===== config.mk =====
export PLATFORM = sky130hd
export DESIGN_NAME = presence_debounce_table_unit
export DESIGN_NICKNAME = d
export VERILOG_FILES = /design/src/rtl/pdt_pkg.sv /design/src/rtl/pdt_ram.sv /design/src/rtl/presence_debounce_table_unit.sv
export SDC_FILE = /design/constraint.sdc
export NUM_CORES = 1
export LEC_CHECK = 0
export ABC_AREA = 0
export BUFFER_PORTS_ARGS = -buffer_cell sky130_fd_sc_hd__buf_2
export CORE_MARGIN = 2
export CORE_UTILIZATION = 56
export CTS_CLUSTER_DIAMETER = 80
export DETAILED_ROUTE_END_ITERATION = 8
export GPL_TIMING_DRIVEN = 1
export HOLD_SLACK_MARGIN = 0.15
export PLACE_DENSITY = 0.72
export SYNTH_ARGS = -nofsm -noshare
export SYNTH_HDL_FRONTEND = slang
export SYNTH_HIERARCHICAL = 1
export SYNTH_SLANG_ARGS = --single-unit

===== constraint.sdc =====
create_clock -name clk -period 11.7 [get_ports clk]
set_input_delay 1.755 -clock clk [delete_from_list [all_inputs] [get_ports clk]]
set_output_delay 1.755 -clock clk [all_outputs]
set_load 0.05 [all_outputs]

===== src/rtl/pdt_pkg.sv =====
`timescale 1ns / 1ps
// ----------------------------------------------------------------------------
// pdt_pkg
// shared types and constants of the presence debounce table
// ----------------------------------------------------------------------------
package pdt_pkg;
  localparam int CAPACITY = 32;
  localparam int IDX_W = $clog2(CAPACITY);
  localparam int CNT_W = $clog2(CAPACITY + 1);

  localparam logic [1:0] OP_PRESENT = 2'd0;
  localparam logic [1:0] OP_MARK    = 2'd1;
  localparam logic [1:0] OP_HELD    = 2'd2;
  localparam logic [1:0] OP_SWEEP   = 2'd3;

  localparam logic [1:0] EV_CONNECT    = 2'd0;
  localparam logic [1:0] EV_DISCONNECT = 2'd1;
  localparam logic [1:0] EV_DROPPED    = 2'd2;
  localparam logic [1:0] EV_DONE       = 2'd3;

  localparam logic CFG_TABLE_LIMIT    = 1'b0;
  localparam logic CFG_MISS_THRESHOLD = 1'b1;

  // one table entry as stored
  typedef struct packed {
    logic [31:0] id;
    logic        announced;
    logic        held;
    logic        seen;
    logic [7:0]  misses;
  } entry_t;
endpackage


===== src/rtl/pdt_ram.sv =====
`timescale 1ns / 1ps
// ----------------------------------------------------------------------------
// pdt_ram
// entry memory, one write port and one registered read port
// ----------------------------------------------------------------------------
module pdt_ram (
  input  logic                    clk,
  input  logic                    we,
  input  logic [pdt_pkg::IDX_W-1:0] waddr,
  input  pdt_pkg::entry_t         wdata,
  input  logic [pdt_pkg::IDX_W-1:0] raddr,
  output pdt_pkg::entry_t         rdata
);
  pdt_pkg::entry_t mem [pdt_pkg::CAPACITY];

  always_ff @(posedge clk) begin
    if (we) mem[waddr] <= wdata;
    rdata <= mem[raddr];
  end
endmodule


===== src/rtl/presence_debounce_table_unit.sv =====
`timescale 1ns / 1ps
// ----------------------------------------------------------------------------
// presence_debounce_table_unit
// debounced presence tracking of client ids in an ordered table
// ----------------------------------------------------------------------------
// One request is processed at a time. A sweep, and any other request with a
// nonzero client id, walks the table in an entry memory with one write port
// and one registered read port, one entry per cycle while no event waits on
// out_stall. A request is taken in an idle cycle and then passes a read
// state for the first entry, the walk and, for a connect or done event, an
// emit or done state. Present, mark and held requests stop at their entry
// and end sooner. An event that waits on out_stall holds the walk, and a
// stalled removal goes back through the read state to read its entry again.
// A sweep compacts the table in place: surviving entries are written back
// at the write pointer while removed ones are reported in table order, then
// a done event carries the count of removed entries that were not both
// announced and held. Entries live only below entry_count, so the memory
// needs no clearing after reset. Configuration writes are always taken.
module presence_debounce_table_unit (
  input  logic        clk,
  input  logic        rst,
  input  logic        in_valid,
  output logic        in_stall,
  input  logic [1:0]  operation,
  input  logic [31:0] client_id,
  input  logic        held_elsewhere,
  output logic        out_valid,
  input  logic        out_stall,
  output logic [1:0]  event_kind,
  output logic [31:0] event_id,
  output logic [5:0]  dropped_count,
  output logic        last,
  input  logic        cfg_valid,
  output logic        cfg_ready,
  input  logic [0:0]  cfg_index,
  input  logic [7:0]  cfg_data
);
  localparam int IW = pdt_pkg::IDX_W;
  localparam int CW = pdt_pkg::CNT_W;

  typedef enum logic [2:0] {S_IDLE, S_READ, S_WALK, S_EMIT, S_DONE} state_t;

  state_t          state;
  logic [5:0]      table_limit;
  logic [7:0]      miss_threshold;
  logic [CW-1:0]   entry_count;
  logic [CW-1:0]   rd_ptr;     // next address to read
  logic [CW-1:0]   wr_ptr;     // compaction write pointer
  logic [CW-1:0]   chk_ptr;    // address of data now on rdata
  logic [5:0]      drops;
  logic [1:0]      op;
  logic [31:0]     req_id;
  logic            req_held;

  // memory port
  logic            we;
  logic [IW-1:0]   waddr, raddr;
  pdt_pkg::entry_t wdata, rdata;

  pdt_ram u_ram (
    .clk(clk), .we(we), .waddr(waddr), .wdata(wdata),
    .raddr(raddr), .rdata(rdata)
  );

  assign cfg_ready = 1'b1;
  assign in_stall  = (state != S_IDLE);
  logic out_free;
  assign out_free = !out_valid || !out_stall;

  // limit clipped to capacity
  logic [CW-1:0] lim;
  always_comb begin
    if ({1'b0, table_limit} > 7'(pdt_pkg::CAPACITY)) lim = CW'(pdt_pkg::CAPACITY);
    else lim = CW'(table_limit);
  end

  // sweep evaluation of the entry on rdata
  logic [7:0] inc_miss;
  logic       survive;
  assign inc_miss = (rdata.misses == 8'hff) ? 8'hff : rdata.misses + 8'd1;
  assign survive  = rdata.seen || (inc_miss < miss_threshold);

  logic have_entry;
  assign have_entry = (chk_ptr < entry_count);

  // the event register is loaded this cycle
  logic emit;
  assign emit = out_free && (state == S_EMIT || state == S_DONE ||
                (state == S_WALK && have_entry && op == pdt_pkg::OP_SWEEP && !survive));

  always_comb begin
    we    = 1'b0;
    waddr = chk_ptr[IW-1:0];
    wdata = rdata;
    raddr = rd_ptr[IW-1:0];
    if (state == S_WALK && have_entry) begin
      if (op == pdt_pkg::OP_SWEEP) begin
        if (survive) begin
          we = 1'b1;
          waddr = wr_ptr[IW-1:0];
          wdata.seen = 1'b0;
          wdata.misses = rdata.seen ? rdata.misses : inc_miss;
        end
      end else if (rdata.id == req_id) begin
        we = 1'b1;
        case (op)
          pdt_pkg::OP_PRESENT: begin
            wdata.seen = 1'b1;
            wdata.misses = 8'd0;
          end
          pdt_pkg::OP_MARK: wdata.announced = 1'b1;
          default: wdata.held = req_held;
        endcase
      end
    end else if (state == S_WALK && op == pdt_pkg::OP_PRESENT
                 && entry_count < lim) begin
      // adoption of a new id at the end of the table
      we = 1'b1;
      waddr = entry_count[IW-1:0];
      wdata.id = req_id;
      wdata.announced = req_held;
      wdata.held = req_held;
      wdata.seen = 1'b1;
      wdata.misses = 8'd0;
    end
  end

  always_ff @(posedge clk) begin
    if (rst) begin
      state <= S_IDLE;
      table_limit <= 6'd32;
      miss_threshold <= 8'd3;
      entry_count <= '0;
      out_valid <= 1'b0;
      rd_ptr <= '0; wr_ptr <= '0; chk_ptr <= '0; drops <= '0;
    end else begin
      if (cfg_valid) begin
        case (cfg_index)
          pdt_pkg::CFG_TABLE_LIMIT: table_limit <= cfg_data[5:0];
          default: miss_threshold <= cfg_data;
        endcase
      end
      if (emit) out_valid <= 1'b1;
      else if (out_valid && !out_stall) out_valid <= 1'b0;
      case (state)
        S_IDLE: begin
          if (in_valid) begin
            op <= operation; req_id <= client_id; req_held <= held_elsewhere;
            rd_ptr <= '0; wr_ptr <= '0; drops <= '0;
            if (operation == pdt_pkg::OP_SWEEP || client_id != 32'd0) state <= S_READ;
          end
        end
        S_READ: begin
          chk_ptr <= rd_ptr;
          rd_ptr <= rd_ptr + CW'(1);
          state <= S_WALK;
        end
        S_WALK: begin
          if (!have_entry) begin
            if (op == pdt_pkg::OP_SWEEP) begin
              entry_count <= wr_ptr;
              state <= S_DONE;
            end else begin
              if (op == pdt_pkg::OP_PRESENT && entry_count < lim) begin
                entry_count <= entry_count + CW'(1);
                if (!req_held) state <= S_EMIT;
                else state <= S_IDLE;
              end else begin
                state <= S_IDLE;
              end
            end
          end else if (op == pdt_pkg::OP_SWEEP) begin
            if (survive) begin
              wr_ptr <= wr_ptr + CW'(1);
              chk_ptr <= rd_ptr; rd_ptr <= rd_ptr + CW'(1);
            end else if (out_free) begin
              event_id <= rdata.id;
              dropped_count <= '0;
              last <= 1'b0;
              if (rdata.announced && rdata.held) event_kind <= pdt_pkg::EV_DISCONNECT;
              else begin
                event_kind <= pdt_pkg::EV_DROPPED;
                drops <= drops + 6'd1;
              end
              chk_ptr <= rd_ptr; rd_ptr <= rd_ptr + CW'(1);
            end else begin
              // hold: re-read the same entry
              rd_ptr <= chk_ptr;
              state <= S_READ;
            end
          end else if (rdata.id == req_id) begin
            if (op == pdt_pkg::OP_PRESENT && !rdata.announced) state <= S_EMIT;
            else state <= S_IDLE;
          end else begin
            chk_ptr <= rd_ptr; rd_ptr <= rd_ptr + CW'(1);
          end
        end
        S_EMIT: begin
          if (out_free) begin
            event_kind <= pdt_pkg::EV_CONNECT;
            event_id <= req_id;
            dropped_count <= '0;
            last <= 1'b1;
            state <= S_IDLE;
          end
        end
        S_DONE: begin
          if (out_free) begin
            event_kind <= pdt_pkg::EV_DONE;
            event_id <= '0;
            dropped_count <= drops;
            last <= 1'b1;
            state <= S_IDLE;
          end
        end
        default: state <= S_IDLE;
      endcase
    end
  end
endmodule


==> flow_summary_export.csv <==
group,metric,value,unit
floorplanning,initial_core_util,0.564,
power,powerDensity,241,mW/mm2
synth,yosysUniqueCellTypes,70,
synth,synth_top_cell_area_share,0.710,
detailed_routing,wl,158,mm
outcome,status,"completed",
detailed_routing,ant_nets,0,
synth,yosys-top-cells-area,"edfxtp_1 (71%), mux2i_1 (11%), dfxtp_1 (3.0%)",
cts,cts-resized-gates,0,
critical_path,cp.required,12.09,ns
global_routing,grt_pass1_vias,33399,
timing,setup_viol,0,
critical_path,start_kind,"flip-flop",
critical_path,endpoint_kind,"flip-flop",
timing,fin_setup_tns,0,ns
global_routing,grt_usage,0.281,
timing,tightest_slew,1.27,ns
synth,ys.flop_type,"edfxtp_1",
floorplanning,ioPinCount,93,
placed_design,port_buffers,91,
cts,root_buffer,"clkbuf_16",
cts,clk_pin_slew,0.06,ns
run,drv_cap,0,
synth,synthXorXnorAreaFrac,0.00671,
power,p_leak,22.3,nW
timing,clock_skew,0.0364,ns
critical_path,arrival,6.76,ns
critical_path,critPathKind,"reg2reg",
cells_and_area,most-common-layout-cells,"edfxtp_1 (1452), mux2i_1 (701), nand2_1 (284), clkbuf_16 (160), a21oi_1 (156)",
cts,cts_tree,"built",
detailed_routing,route.detailed.drc,0,
synth,synth-simple-area-share,0.0487,
cells_and_area,mostFrequentLayoutCell,"edfxtp_1",
cts,cts_htree_levels,4,
detailed_routing,dr.pass1.iters,6,
synth,synth_edf_count,1452,
global_routing,grt_antenna_before_repair,18,
synth,synth_nets,3831,
cts,clock_latency,0.76,ns
synth,async_flop_share,0,
timing,max_slew_margin,0.149,
worst_hold_path,min-delay-path-class,"reg2reg",
cts,numCtsBuffers,155,
floorplanning,die_w,335,um
timing,rsz0062_at_grt,"false",
detailed_routing,avgRoutedWirePerCell,29.0,um
cts,cts_setup_buffers,0,
timing,period_minus_slack,6.37,ns
timing,holdWs,0.458,ns
cells_and_area,drive_gt1_frac,0.118,
detailed_routing,viasPerCell,6.36,
detailed_routing,first_iter_violations,4886,
cts,cts_sinks,1543,
cells_and_area,syn_to_final_growth,11.6,%
floorplanning,core,0.109,mm2
placed_design,place_congestion,0.877,
cells_and_area,final_nets,3964,
global_routing,grt.overflow.total,0,
cts,clock_path_buffers,3,
global_routing,grt_first_pass_wirelength,228,mm
detailed_routing,vias,34620,
placed_design,hpwl,92.5,mm
synth,yosysSeqAreaShare,0.740,
floorplanning,die_h,335,um
timing,max_clock_freq,157,MHz
power,ir_worst_vdd,0.000209,V
critical_path,path_max_fanout,23,
floorplanning,dieArea,0.112,mm2
synth,post_synth.cell_area_avg,16.3,um2
synth,synth_top_family_by_area,"multiplexers",
synth,synth-adder-area-share,0.00448,
timing,timing.final.max_slew_violations,0,
synth,ys_ff_latch,1543,
placed_design,preCtsSetupSlack,5.39,ns
synth,synth_top_area_cell,"edfxtp_1",
synth,synth.cell_area,0.0614,mm2
synth,yosys_warnings,6,
timing,setup_ws,5.33,ns
synth,syn_inst,3760,
timing,hold_violations,0,
floorplanning,fp-row-count,121,
synth,synthMuxAreaShare,0.114,
global_routing,grt_max_degree,136,
timing,period_share,0.545,
synth,synth_compound_area_frac,0.0623,
cts,ctsHoldBuffers,0,
cell usage after synthesis, types with 48 or more instances:
library cell / instances
a31oi_1: 48
nand2_1: 285
dfxtp_1: 91
clkbuf_1: 64
nand3_1: 152
nor3_1: 58
nor2_1: 90
edfxtp_1: 1452
a22o_1: 126
a21oi_1: 157
mux2i_1: 701
buf_2: 51
a22oi_1: 140
layout make-up:
class / instances / area [um2]
sequential: 1543 / 45400
timing repair buffer: 182 / 1200
clock inverter: 85 / 845
antenna: 4 / 10.0
multi-input combinational: 1983 / 14900
tap: 1414 / 1770
inverter: 28 / 105
clock buffer: 202 / 4230
fill: 7564 / 40400
per-layer routing:
metal  up-vias  GRT usage  share of wire
li1      15010          -              -
met1     17446      0.411           0.41
met2      1900      0.421           0.45
met3       260     0.0694           0.12
met4         4     0.0817          0.025
met5         -          0        0.00017
per-stage QoR:
stage / total power (W) / util / instances / instance area (um2)
6_report: 0.0165 / 0.629 / 5441 / 68500
3_3_place_gp: 0.0115 / 0.582 / 5150 / 63400
4_1_cts: 0.0165 / 0.629 / 5437 / 68500
5_1_grt: 0.0170 / 0.629 / 5437 / 68500
3_5_place_dp: 0.0116 / 0.582 / 5150 / 63400
2_1_floorplan: 0.0101 / - / 3760 / 61400
sequential cells by signal, indices dropped and copies added, names as in the netlist:
name / count
dropped_count: 6
state: 3
miss_threshold: 8
last: 1
req_id: 32
wr_ptr: 6
drops: 6
rd_ptr: 6
event_id: 32
out_valid: 1
u_ram/mem: 1376
chk_ptr: 6
entry_count: 6
req_held: 1
op: 2
u_ram/rdata: 43
event_kind: 2
table_limit: 6
report_power, final:
part	internal, W	switching, W
Clock	0.00285	0.00208
Combinational	0.00129	0.00306
Sequential	0.00708	0.000153
kinds of logic (layout without fill, tap and decap cells):
logic type                 after synthesis  count (layout)
DFF                                   1543            1543
muxes                                  702             702
and+or+nand+nor                        663             663
AOI/OAI and AO/OA                      548             548
buffers and inverters                  234             497
xor gates and xnor gates                47              47
adders and majority gates               22              22
other                                    1               5
critical path, stage by stage, from the launching register on:
cell and delay (ns):
dfxtp_1 0.42, nand3_1 0.15, nor3_1 0.29, nand3_1 0.14, xor2_1 0.14, nand2_1 0.10
ha_1 0.30, and2_1 0.15, a221oi_1 0.51, or2_2 0.25, nand2_1 0.13, nor2_1 0.15
a21oi_1 0.05, a21boi_0 0.60, nand3b_1 0.90, nor2_4 1.18, buf_4 0.53
final timing paths:
path / start / slack [ns] / to / cells after the start
setup reg to reg: u_ram/rdata[2] / 5.33 / u_ram/mem[30][31] / 16
setup / recovery: u_ram/rdata[2] / 5.33 / u_ram/mem[30][31] / 16
hold reg to reg: miss_threshold[6] / 0.46 / miss_threshold[6] / 2
hold / removal: miss_threshold[6] / 0.46 / miss_threshold[6] / 2
No activity file was read; power rests on OpenSTA's default activity.
